==> src/rtl/pal_pkg.sv <==
`timescale 1ns / 1ps

package pal_pkg;

    localparam int CAPACITY = 32;
    localparam int CNT_W    = $clog2(CAPACITY + 1);
    localparam int ADDR_W   = $clog2(CAPACITY);

    localparam int OP_W    = 3;
    localparam int POS_W   = 6;
    localparam int VAL_W   = 32;
    localparam int COUNT_W = 6;

    // position compare width: holds count + 1 and any 6-bit position
    localparam int PW = ((CNT_W > POS_W) ? CNT_W : POS_W) + 1;

    localparam int IN_BITS  = OP_W + POS_W + VAL_W;
    localparam int IN_W     = ((IN_BITS + 7) / 8) * 8;
    localparam int OUT_BITS = 1 + 1 + VAL_W + COUNT_W;
    localparam int OUT_W    = ((OUT_BITS + 7) / 8) * 8;

    localparam logic [OP_W-1:0] OP_CLEAR  = 3'd0;
    localparam logic [OP_W-1:0] OP_INSERT = 3'd1;
    localparam logic [OP_W-1:0] OP_READ   = 3'd2;
    localparam logic [OP_W-1:0] OP_SEARCH = 3'd3;
    localparam logic [OP_W-1:0] OP_APPEND = 3'd4;

    typedef struct packed {
        logic [COUNT_W-1:0]      count;
        logic signed [VAL_W-1:0] read_value;
        logic                    found;
        logic                    status;
    } result_t;

endpackage

==> src/rtl/pal_ram.sv <==
`timescale 1ns / 1ps

module pal_ram #(
    parameter int WIDTH = 32,
    parameter int DEPTH = 32
) (
    input  logic                     clk,
    input  logic                     we,
    input  logic [$clog2(DEPTH)-1:0] waddr,
    input  logic [WIDTH-1:0]         wdata,
    input  logic [$clog2(DEPTH)-1:0] raddr,
    output logic [WIDTH-1:0]         rdata
);

    logic [WIDTH-1:0] mem [DEPTH];
    logic [WIDTH-1:0] rdata_reg;

    always_ff @(posedge clk)
    begin
        if (we)
        begin
            mem[waddr] <= wdata;
        end
        rdata_reg <= mem[raddr];
    end

    assign rdata = rdata_reg;

endmodule

==> src/rtl/pal_outbuf.sv <==
`timescale 1ns / 1ps

module pal_outbuf (
    input  logic             clk,
    input  logic             rst_n,
    input  logic             res_valid,
    output logic             res_ready,
    input  pal_pkg::result_t res_data,
    output logic             out_valid,
    input  logic             out_ready,
    output pal_pkg::result_t out_data
);

    logic             full_reg;
    logic             full_next;
    pal_pkg::result_t data_reg;

    assign res_ready = !full_reg || out_ready;

    always_comb
    begin
        full_next = full_reg;
        if (res_valid && res_ready)
        begin
            full_next = 1'b1;
        end
        else if (out_ready)
        begin
            full_next = 1'b0;
        end
    end

    always_ff @(posedge clk or negedge rst_n)
    begin
        if (!rst_n)
        begin
            full_reg <= 1'b0;
        end
        else
        begin
            full_reg <= full_next;
        end
    end

    always_ff @(posedge clk)
    begin
        if (res_valid && res_ready)
        begin
            data_reg <= res_data;
        end
    end

    assign out_valid = full_reg;
    assign out_data  = data_reg;

endmodule

==> src/rtl/pal_ctrl.sv <==
`timescale 1ns / 1ps

module pal_ctrl (
    input  logic                        clk,
    input  logic                        rst_n,
    input  logic                        in_valid,
    output logic                        in_ready,
    input  logic [pal_pkg::OP_W-1:0]    in_op,
    input  logic [pal_pkg::POS_W-1:0]   in_pos,
    input  logic [pal_pkg::VAL_W-1:0]   in_val,
    output logic                        res_valid,
    input  logic                        res_ready,
    output pal_pkg::result_t            res_data,
    output logic                        ram_we,
    output logic [pal_pkg::ADDR_W-1:0]  ram_waddr,
    output logic [pal_pkg::VAL_W-1:0]   ram_wdata,
    output logic [pal_pkg::ADDR_W-1:0]  ram_raddr,
    input  logic [pal_pkg::VAL_W-1:0]   ram_rdata
);

    typedef enum logic [7:0] {
        ST_IDLE     = 8'b0000_0001,
        ST_RD_WAIT  = 8'b0000_0010,
        ST_SCAN_RD  = 8'b0000_0100,
        ST_SCAN_CMP = 8'b0000_1000,
        ST_SH_RD    = 8'b0001_0000,
        ST_SH_WR    = 8'b0010_0000,
        ST_PUT      = 8'b0100_0000,
        ST_DONE     = 8'b1000_0000
    } state_t;

    localparam logic [pal_pkg::CNT_W-1:0] CAP_CNT = pal_pkg::CNT_W'(pal_pkg::CAPACITY);
    localparam logic [pal_pkg::CNT_W-1:0] ONE_CNT = pal_pkg::CNT_W'(1);
    localparam logic [pal_pkg::PW-1:0]    ONE_PW  = pal_pkg::PW'(1);

    state_t                       state_reg, state_next;
    logic [pal_pkg::OP_W-1:0]     op_reg, op_next;
    logic [pal_pkg::PW-1:0]       pos_reg, pos_next;
    logic [pal_pkg::VAL_W-1:0]    val_reg, val_next;
    logic [pal_pkg::CNT_W-1:0]    idx_reg, idx_next;
    logic [pal_pkg::CNT_W-1:0]    cnt_reg, cnt_next;
    logic                         status_reg, status_next;
    logic                         found_reg, found_next;
    logic [pal_pkg::VAL_W-1:0]    rdv_reg, rdv_next;

    logic [pal_pkg::PW-1:0]       pos_ext;
    logic [pal_pkg::PW-1:0]       pos_m1;
    logic [pal_pkg::PW-1:0]       cnt_ext;
    logic [pal_pkg::CNT_W-1:0]    idx_m1;

    assign pos_ext = pal_pkg::PW'(in_pos);
    assign pos_m1  = pos_ext - ONE_PW;
    assign cnt_ext = pal_pkg::PW'(cnt_reg);
    assign idx_m1  = idx_reg - ONE_CNT;

    always_comb
    begin
        state_next  = state_reg;
        op_next     = op_reg;
        pos_next    = pos_reg;
        val_next    = val_reg;
        idx_next    = idx_reg;
        cnt_next    = cnt_reg;
        status_next = status_reg;
        found_next  = found_reg;
        rdv_next    = rdv_reg;
        in_ready    = 1'b0;
        res_valid   = 1'b0;
        ram_we      = 1'b0;
        ram_waddr   = idx_reg[pal_pkg::ADDR_W-1:0];
        ram_wdata   = val_reg;
        ram_raddr   = idx_m1[pal_pkg::ADDR_W-1:0];

        case (state_reg)
            ST_IDLE:
            begin
                in_ready = 1'b1;
                if (in_valid)
                begin
                    op_next     = in_op;
                    pos_next    = pos_ext;
                    val_next    = in_val;
                    status_next = 1'b0;
                    found_next  = 1'b0;
                    rdv_next    = '0;
                    case (in_op)
                        pal_pkg::OP_CLEAR:
                        begin
                            cnt_next   = '0;
                            state_next = ST_DONE;
                        end
                        pal_pkg::OP_INSERT:
                        begin
                            if (cnt_reg >= CAP_CNT || pos_ext == '0 ||
                                pos_ext > cnt_ext + ONE_PW)
                            begin
                                status_next = 1'b1;
                                state_next  = ST_DONE;
                            end
                            else
                            begin
                                idx_next   = cnt_reg;
                                state_next = ST_SH_RD;
                            end
                        end
                        pal_pkg::OP_READ:
                        begin
                            if (pos_ext == '0 || pos_ext > cnt_ext)
                            begin
                                status_next = 1'b1;
                                state_next  = ST_DONE;
                            end
                            else
                            begin
                                ram_raddr  = pos_m1[pal_pkg::ADDR_W-1:0];
                                state_next = ST_RD_WAIT;
                            end
                        end
                        pal_pkg::OP_SEARCH,
                        pal_pkg::OP_APPEND:
                        begin
                            idx_next   = '0;
                            state_next = ST_SCAN_RD;
                        end
                        default:
                        begin
                            status_next = 1'b1;
                            state_next  = ST_DONE;
                        end
                    endcase
                end
            end
            ST_RD_WAIT:
            begin
                rdv_next   = ram_rdata;
                state_next = ST_DONE;
            end
            ST_SCAN_RD:
            begin
                if (idx_reg == cnt_reg)
                begin
                    if (op_reg == pal_pkg::OP_APPEND)
                    begin
                        if (cnt_reg >= CAP_CNT)
                        begin
                            status_next = 1'b1;
                            state_next  = ST_DONE;
                        end
                        else
                        begin
                            state_next = ST_PUT;
                        end
                    end
                    else
                    begin
                        state_next = ST_DONE;
                    end
                end
                else
                begin
                    ram_raddr  = idx_reg[pal_pkg::ADDR_W-1:0];
                    state_next = ST_SCAN_CMP;
                end
            end
            ST_SCAN_CMP:
            begin
                if (ram_rdata == val_reg)
                begin
                    found_next = 1'b1;
                    state_next = ST_DONE;
                end
                else
                begin
                    idx_next   = idx_reg + ONE_CNT;
                    state_next = ST_SCAN_RD;
                end
            end
            ST_SH_RD:
            begin
                // shift loop ends with idx at pos-1, the slot for the new value
                if (pal_pkg::PW'(idx_reg) >= pos_reg)
                begin
                    state_next = ST_SH_WR;
                end
                else
                begin
                    state_next = ST_PUT;
                end
            end
            ST_SH_WR:
            begin
                ram_we     = 1'b1;
                ram_wdata  = ram_rdata;
                idx_next   = idx_m1;
                state_next = ST_SH_RD;
            end
            ST_PUT:
            begin
                ram_we     = 1'b1;
                cnt_next   = cnt_reg + ONE_CNT;
                state_next = ST_DONE;
            end
            ST_DONE:
            begin
                res_valid = 1'b1;
                if (res_ready)
                begin
                    state_next = ST_IDLE;
                end
            end
            default:
            begin
                state_next = ST_IDLE;
            end
        endcase
    end

    always_ff @(posedge clk or negedge rst_n)
    begin
        if (!rst_n)
        begin
            state_reg <= ST_IDLE;
            cnt_reg   <= '0;
        end
        else
        begin
            state_reg <= state_next;
            cnt_reg   <= cnt_next;
        end
    end

    always_ff @(posedge clk)
    begin
        op_reg     <= op_next;
        pos_reg    <= pos_next;
        val_reg    <= val_next;
        idx_reg    <= idx_next;
        status_reg <= status_next;
        found_reg  <= found_next;
        rdv_reg    <= rdv_next;
    end

    assign res_data.count      = pal_pkg::COUNT_W'(cnt_reg);
    assign res_data.read_value = rdv_reg;
    assign res_data.found      = found_reg;
    assign res_data.status     = status_reg;

`ifndef SYNTHESIS
    a_cnt_bound: assert property (@(posedge clk) disable iff (!rst_n)
        cnt_reg <= CAP_CNT)
        else $error("entry count above capacity");

    a_put_room: assert property (@(posedge clk) disable iff (!rst_n)
        state_reg == ST_PUT |-> cnt_reg < CAP_CNT)
        else $error("write of new entry into a full list");

    a_shift_idx: assert property (@(posedge clk) disable iff (!rst_n)
        state_reg == ST_SH_WR |-> idx_reg != '0 && pal_pkg::PW'(idx_reg) >= pos_reg)
        else $error("shift step outside the list");

    a_rd_wait: assert property (@(posedge clk) disable iff (!rst_n)
        state_reg == ST_RD_WAIT |-> $past(state_reg) == ST_IDLE)
        else $error("read data wait not entered from idle");

    a_we_states: assert property (@(posedge clk) disable iff (!rst_n)
        ram_we |-> (state_reg == ST_SH_WR || state_reg == ST_PUT))
        else $error("store written outside a shift or put step");
`endif

endmodule

==> src/rtl/positional_array_list.sv <==
`timescale 1ns / 1ps
// channel  dir  handshake          tdata fields (low bit up)
// s_*      in   s_tvalid/s_tready  operation[2:0] position[8:3] item_value[40:9]
// m_*      out  m_tvalid/m_tready  status[0] found[1] read_value[33:2] count[39:34]
//
// One transaction at a time through a store with one read and one write port and
// one compare unit. Clear, bad position, bad opcode: straight to the result. Read:
// one store read. Search/append: read and compare each entry in turn until a hit or
// the end of the list (for append on a miss, plus the write of the item if there is room).
// Insert: shift each entry up by one slot (count - position + 1 entries), then write.
// Reset clears the count and control only; store contents stay undefined.
// A result waits in the output register; a new transaction is taken meanwhile.

module positional_array_list (
    input  logic                       clk,
    input  logic                       rst_n,
    input  logic                       s_tvalid,
    output logic                       s_tready,
    input  logic [pal_pkg::IN_W-1:0]   s_tdata,  // operation, position, item_value, pad
    output logic                       m_tvalid,
    input  logic                       m_tready,
    output logic [pal_pkg::OUT_W-1:0]  m_tdata   // status, found, read_value, count
);

    logic                        res_valid;
    logic                        res_ready;
    pal_pkg::result_t            res_data;
    pal_pkg::result_t            out_data;
    logic                        ram_we;
    logic [pal_pkg::ADDR_W-1:0]  ram_waddr;
    logic [pal_pkg::VAL_W-1:0]   ram_wdata;
    logic [pal_pkg::ADDR_W-1:0]  ram_raddr;
    logic [pal_pkg::VAL_W-1:0]   ram_rdata;

    pal_ctrl u_ctrl (
        .clk       (clk),
        .rst_n     (rst_n),
        .in_valid  (s_tvalid),
        .in_ready  (s_tready),
        .in_op     (s_tdata[pal_pkg::OP_W-1:0]),
        .in_pos    (s_tdata[pal_pkg::OP_W+pal_pkg::POS_W-1:pal_pkg::OP_W]),
        .in_val    (s_tdata[pal_pkg::IN_BITS-1:pal_pkg::OP_W+pal_pkg::POS_W]),
        .res_valid (res_valid),
        .res_ready (res_ready),
        .res_data  (res_data),
        .ram_we    (ram_we),
        .ram_waddr (ram_waddr),
        .ram_wdata (ram_wdata),
        .ram_raddr (ram_raddr),
        .ram_rdata (ram_rdata)
    );

    pal_ram #(
        .WIDTH (pal_pkg::VAL_W),
        .DEPTH (pal_pkg::CAPACITY)
    ) u_ram (
        .clk   (clk),
        .we    (ram_we),
        .waddr (ram_waddr),
        .wdata (ram_wdata),
        .raddr (ram_raddr),
        .rdata (ram_rdata)
    );

    pal_outbuf u_outbuf (
        .clk       (clk),
        .rst_n     (rst_n),
        .res_valid (res_valid),
        .res_ready (res_ready),
        .res_data  (res_data),
        .out_valid (m_tvalid),
        .out_ready (m_tready),
        .out_data  (out_data)
    );

    assign m_tdata = pal_pkg::OUT_W'(out_data);

endmodule
==> config.mk <==
export PLATFORM = sky130hd
export DESIGN_NAME = positional_array_list
export DESIGN_NICKNAME = d
export VERILOG_FILES = /design/src/rtl/pal_pkg.sv /design/src/rtl/pal_ram.sv /design/src/rtl/pal_outbuf.sv /design/src/rtl/pal_ctrl.sv /design/src/rtl/positional_array_list.sv
export SDC_FILE = /design/constraint.sdc
export NUM_CORES = 1
export LEC_CHECK = 0
export BUFFER_PORTS_ARGS = -buffer_cell sky130_fd_sc_hd__buf_4
export CORE_ASPECT_RATIO = 0.75
export CORE_UTILIZATION = 40
export CTS_CLUSTER_SIZE = 25
export DETAILED_ROUTE_END_ITERATION = 7
export PLACE_DENSITY = 0.59
export SLEW_MARGIN = 0
export SYNTH_ARGS = -nofsm -noshare
export SYNTH_HDL_FRONTEND = slang
export SYNTH_SLANG_ARGS = --single-unit
==> constraint.sdc <==
create_clock -name clk -period 6.6 [get_ports clk]
set_input_delay 0.66 -clock clk [delete_from_list [all_inputs] [get_ports clk]]
set_output_delay 0.66 -clock clk [all_outputs]
set_load 0.005 [all_outputs]
* Yosys cells after proc, flatten, opt, wreduce, memory -nomap -nowiden
Memory sizes are Yosys's and may differ from the RTL's. A register that Yosys moved wholly into a read port is not among the register bits.
Index checks and enable logic that the tools add are counted.
W data, S select, Z words.
** Word-level totals
- Input port bits :: 52
- Memories kept :: 1
- RAM bits :: 1024
- Output and inout port bits :: 42
- Logic and storage cells :: 119
- Bits in registers :: 136
** Operators by class
- Equal/unequal tests :: 25
- Order comparisons :: 4
- Add/sub/neg operators :: 5
- Reduce and logical (&&, ||, !) cells :: 25
- Mux-type cells :: 45
** Memories
- u_ram.mem :: words 32, width 32, rd ports 1, clocked after memory_dff 1, wr ports 1, line pal_ram.sv:15 : logic [WIDTH-1:0] mem [DEPTH];
** Operator list (count)
- $mux W32 :: 2
- $mux W8 :: 8
- $pmux W32 S2 :: 1
- $pmux W8 S7 :: 1
- $eq A32 B32 Y1 :: 1
- $mux W6 :: 5
- $pmux W6 S2 :: 2
- $pmux W8 S3 :: 1
- $mux W5 :: 4
- $pmux W6 S3 :: 1
- $mux W1 :: 15
- $add A6 B1 Y6 const B :: 2
- $ne A2 B1 Y1 const B :: 5
- $pmux W5 S2 :: 1
- $reduce_and A5 Y1 :: 2
- $reduce_bool A2 Y1 :: 5
- $eq A8 B1 Y1 const B :: 1
- $eq A8 B2 Y1 const B :: 1
- $eq A8 B3 Y1 const B :: 1
- $eq A8 B4 Y1 const B :: 1
- $eq A8 B5 Y1 const B :: 1
- $eq A8 B6 Y1 const B :: 1
- $eq A8 B7 Y1 const B :: 1
- $eq A8 B8 Y1 const B :: 1
- 26 further kinds :: 40

* Logic depth before layout (Yosys ltp)
- Depth in word-level cells :: 7
- Depth in mapped cells :: 17
- Gate-level depth less buffers :: 14

* Cells and area by module
From an unflattened synthesis, not the netlist that was laid out.
** Second synthesis, totals
- Cells, all modules :: 2810
- Area total of the unflattened synthesis :: 47051.4 um^2
** By module, submodules not included
- pal_ram :: area an instance 40492.6 um^2, instances 1, seq. area each 31390.1 um^2, cells each 2260
- pal_ctrl :: area an instance 5303.8 um^2, instances 1, seq. area each 2783.9 um^2, cells each 506
- pal_outbuf :: area an instance 1255.0 um^2, instances 1, seq. area each 1226.2 um^2, cells each 44

* Worst setup path after synthesis
Ideal clock, no wire load.
- Path type :: input-to-reg
- Start point :: input port s_tdata[3] (netlist name)
- End point :: register u_ram.rdata_reg[21], in the netlist u_ram.rdata[21] (read register of u_ram.mem)
- Library setup time :: 126 ps
- Path buffers :: 5
- Arrival :: 3481 ps
- Required time :: 6474 ps
- Stages on the path :: 16
- Path slack :: 2993 ps
- Cell sequence :: inv_1 -> ha_1 -> or3b_1 -> or3_1 -> and3_1 -> or2_0 -> buf_2 -> a221o_1 -> buf_6 -> buf_2 -> buf_2 -> buf_2 -> a21oi_1 -> a22oi_1 -> o211ai_1 -> a221oi_2
** On the way
- Word-level cells in the longest chain between the ends :: 6
- Elaborated cells between the ends (all ways) :: 8
- Classes of those cells :: add/sub: 1; order compare: 1; mux: 4; reduce/logical: 2
** Ends and longest elaborated chain
- start, declared :: line positional_array_list.sv:19 : input logic [pal_pkg::IN_W-1:0] s_tdata,
- $gt A6 B6 Y1 or $logic_not A7 Y1 (tied branches) :: line pal_ctrl.sv:108 : if (pos_ext == '0 || pos_ext > cnt_ext)
- $logic_or A1 B1 Y1 :: line pal_ctrl.sv:108
- $mux W5 * :: line pal_ctrl.sv:108
- $mux W5 * :: line pal_ctrl.sv:86 : case (in_op)
- $mux W5 * :: line pal_ctrl.sv:78 : if (in_valid)
- $pmux W5 S2 * :: line pal_ctrl.sv:74 : case (state_reg)
- end, declared :: line pal_ram.sv:16 : logic [WIDTH-1:0] rdata_reg;
Mark *: on every way between the ends. The rest lies on a longest branch, timed or not.
A chain may end at the register's enable or synchronous reset.

* Worst setup path in the final report
- Start point :: register u_ctrl.cnt_reg[5] (netlist name)
- End point :: register u_ram.rdata_reg[9], in the netlist u_ram.rdata[9] (read register of u_ram.mem)
** On the way
- Word-level cells in the longest chain between the ends :: 6
- Elaborated cells between the ends (all ways) :: 8
- Classes of those cells :: order compare: 1; eq/ne: 1; mux: 5; reduce/logical: 1
** Ends and longest elaborated chain
- start, declared :: line pal_ctrl.sv:41 : logic [pal_pkg::CNT_W-1:0] cnt_reg, cnt_next;
- start signal, assigned :: line pal_ctrl.sv:228 : cnt_reg <= cnt_next;
- $gt A6 B6 Y1 :: line pal_ctrl.sv:108
- $logic_or A1 B1 Y1 :: line pal_ctrl.sv:108
- $mux W5 :: line pal_ctrl.sv:108
- $mux W5 :: line pal_ctrl.sv:86
- $mux W5 :: line pal_ctrl.sv:78
- $pmux W5 S2 * :: line pal_ctrl.sv:74
Marked as above.

==> impl_summary.log <==
[metrics] count of clock tree sinks: 1192
[metrics] unrepaired setup endpoints after global routing: no
[metrics] Inserted Clock Buffers: 108
[metrics] count of distinct cell types in the synthesized netlist: 68
[metrics] number of antenna-violating nets in the routed design: 0
[metrics] number of warnings reported in the yosys synthesis log: 0
[metrics] post-layout net count: 3650
[metrics] overall die width: 402 um
[metrics] pwr dens: 424 mW/mm^2
[metrics] beginning of the worst register-to-register path: u_ctrl.cnt_reg[5]
[metrics] kind of path behind the tightest hold check: primary input to flip-flop
[metrics] top_reg_cell synth: edfxtp_1
[metrics] Crit-path slowest cell: o311ai_0
[metrics] Starting Density: 40.5%
[metrics] worst setup path startpoint: u_ctrl.cnt_reg[5]
[metrics] H-tree level count: 3
[metrics] count of flip-flops with a built-in enable after synthesis: 1145
[metrics] cell at the root of the clock tree: clkbuf_16
[metrics] row count: 109
[metrics] worst-case setup slack after placement: 1.50 ns
[metrics] clock latency reported for the late side of the worst-skew pair: 0.71 ns
[metrics] Post-synth ARST share: 1.26%
[metrics] Routed wire per std cell: 24.4 um
[metrics] most common cell in the netlist: edfxtp_1
[metrics] max FFs per register: 1024
[metrics] net count after synthesis: 3603
[metrics] endpoint class of the critical path: flip-flop
[metrics] crit share post-route: 72.5%
[metrics] floorplan core area: 0.118 sq mm
[metrics] Largest stage delay, worst path: 0.82 ns
[metrics] most frequent cell on the critical path: a21oi_1
[metrics] total vias in the final route: 29.5k
[metrics] minimum setup slack in the final design: 1.82 ns
[metrics] Hold Startpoint: s_tdata[10]
[metrics] DRC: 0
[metrics] aggregate negative setup slack: 0 ns
[metrics] gp weighted congestion: 0.858
[metrics] achievable frequency: 209 MHz
[metrics] register with the highest flop count: u_ram.mem
[metrics] biggest area contributors in the synthesized netlist: edfxtp_1, nand2_1, a21oi_1, a22o_1, nand3_1
[metrics] share of final-layout standard cells stronger than drive strength 1: 11.0%
[metrics] number of hold violations in the final report: 0
[metrics] clock transition at the registers of the reported paths: 0.07 ns
[metrics] area of the multi-input gates: 0.0117 sq mm
[metrics] sequential cell area fraction in the yosys report: 73.8%
[metrics] required time at the endpoint of the critical path: 7.22 ns
[metrics] die footprint: 0.121 sq mm
[metrics] gate family responsible for the most delay along the worst path: compound AO/OA/AOI/OAI gates
[metrics] half-perimeter wire length after detailed placement: 70600 um
[metrics] IR drop worst, VDD: 0.467 mV
[metrics] reported leakage power: 18.3 nW
[metrics] number of global-route vias before repair: 27.3k
[metrics] max-slew violations: 0
[metrics] slew at the pin closest to its max-slew limit: 1.19 ns
[metrics] final clock skew: 0.0173 ns
[metrics] detailed-router iteration count before antenna repair: 6
[metrics] Storage cell area: 0.0354 sq mm
[metrics] PostCTS Resize Cnt: 0
[metrics] status: complete, no violations
[metrics] number of setup violations in the final report: 0
[metrics] Post-Syn Area per Cell: 13.6 sq um
[metrics] number of DRC markers in iteration 0: 3530
[metrics] CP Data Arrival Time: 5.40 ns
[metrics] Final Critical Period: 4.78 ns
[metrics] MaxCap Viol Count: 0
[metrics] startpoint type of the worst setup path: flip-flop
[metrics] overall die height: 302 um
[metrics] final worst hold slack: 0.133 ns
[metrics] TritonCTS clock tree: done
[metrics] worst setup path class: flip-flop to flip-flop
[metrics] maximum root-to-sink buffer count: 3
[metrics] number of vias per cell: 5.65
[metrics] GRT Resource Usage Total: 20.6%
[metrics] Bufs and invs on worst path: 2
[metrics] CP Cell Sequence: inv_1, ha_1, nand4_1, a21oi_1, o21bai_1, o311ai_0, a221o_4, buf_12, a21oi_1, a22o_1, a22oi_1, o211ai_1, a221oi_2
[metrics] most numerous cell types in the synthesized netlist: edfxtp_1, nand2_1, a21oi_1
[metrics] Post-Synthesis Cell Area: 0.0479 sq mm
[metrics] count of input and output buffers: 86
[metrics] largest fanout of any net on the critical path: 98
[metrics] total congestion overflow: 0
[metrics] count of filler cells inserted in the layout: 10.4k
[metrics] maximum number of pins on one net before global-route repair: 141
[metrics] final wirelength: 127000 um
[metrics] area growth from synthesis to layout: 12.7%
[metrics] wire length of the first global-routing pass: 185000 um
[metrics] number of antenna violations at the first check in global routing: 1
[metrics] register bit total from synthesis: 1192
[metrics] cell accounting for the most synthesized area: edfxtp_1
[metrics] Synth Instances: 3525
[metrics] number of top-level pins: 94
[metrics] relative slew slack: 20.7%
[metrics] top cell type's share of synthesized area: 71.7%
[timing repair]
action | 4_1_cts | 5_1_grt
hold buffers | 1 | 0
hold endpoints to repair | 14 | 0
buffers inserted | 0 | 0
[placed cells by master (no fill, tap or decap), drive strengths merged, types with 32 or more instances in the layout]
cell,count
dfxtp,32
edfxtp,1145
a31oi,35
and2,34
clkinv,37
nand3,134
o211ai,34
and3,72
mux2i,37
a221oi,35
a22oi,64
a22o,95
nand2,862
nand2b,38
o21ai,47
a21oi,305
nor2,89
buf,156
a32oi,35
clkbuf,144
xnor2,40
[layer usage]
metal	vias to the layer above	track usage, %	routed length (um)
met4	0	4.64	2280
met3	146	3.12	9770
li1	13158	-	-
met2	1136	30.3	56000
met1	15051	32.1	59300
met5	-	0	0
[where the power goes]
group | total [W] | leakage (nW) | internal, W | switching (W)
registers | 0.00957 | 10.8 | 0.00913 | 0.000436
logic | 0.00696 | 5.77 | 0.00231 | 0.00465
clock network | 0.00635 | 1.74 | 0.00359 | 0.00276
[kinds of logic (layout without fill, tap and decap cells)]
kind of cell	after synthesis	count (layout)	share of synthesized area [%]
AND/OR/NAND/NOR	1292	1292	11.7
adder cells (fa/ha/maj)	26	26	0.679
multiplexers	37	37	0.772
buffers and inverters	246	382	2.39
other	0	1	0
AO/OA/AOI/OAI	682	682	9.76
flip-flops	1192	1192	73.8
XOR/XNOR	50	50	0.913
[final timing paths]
path	end	cells after the start	slack, ns
max	u_ram.rdata[9]	13	1.82
min	u_ctrl.val_reg[1]	1	0.13
max reg2reg	u_ram.rdata[9]	13	1.82
min reg2reg	u_outbuf.out_data[16]	0	0.42
max in group asynchronous	u_ctrl.state_reg[0]	2	6.00
min in group asynchronous	u_ctrl.state_reg[5]	2	0.36
[final cells by class]
type                    instances  area share [%]
flip-flops and latches       1192            65.5
multi-input cells            2087            21.7
clock buffers                 144            5.42
well taps                    1554            3.60
repair buffers                157            2.46
clock inverters                55            1.12
inverters                      26           0.181
diodes                          1         0.00463
[stage by stage]
step | instances | total power [W] | cell area, sq um | util [%]
2_1_floorplan | 3525 | 0.0143 | 47900 | -
3_3_place_gp | 5015 | 0.0166 | 50500 | 42.6
3_5_place_dp | 5015 | 0.0167 | 50500 | 42.6
4_1_cts | 5215 | 0.0230 | 54000 | 45.6
5_1_grt | 5215 | 0.0239 | 54000 | 45.6
6_report | 5216 | 0.0229 | 54000 | 45.6
Power figures use the tool's default switching activity.
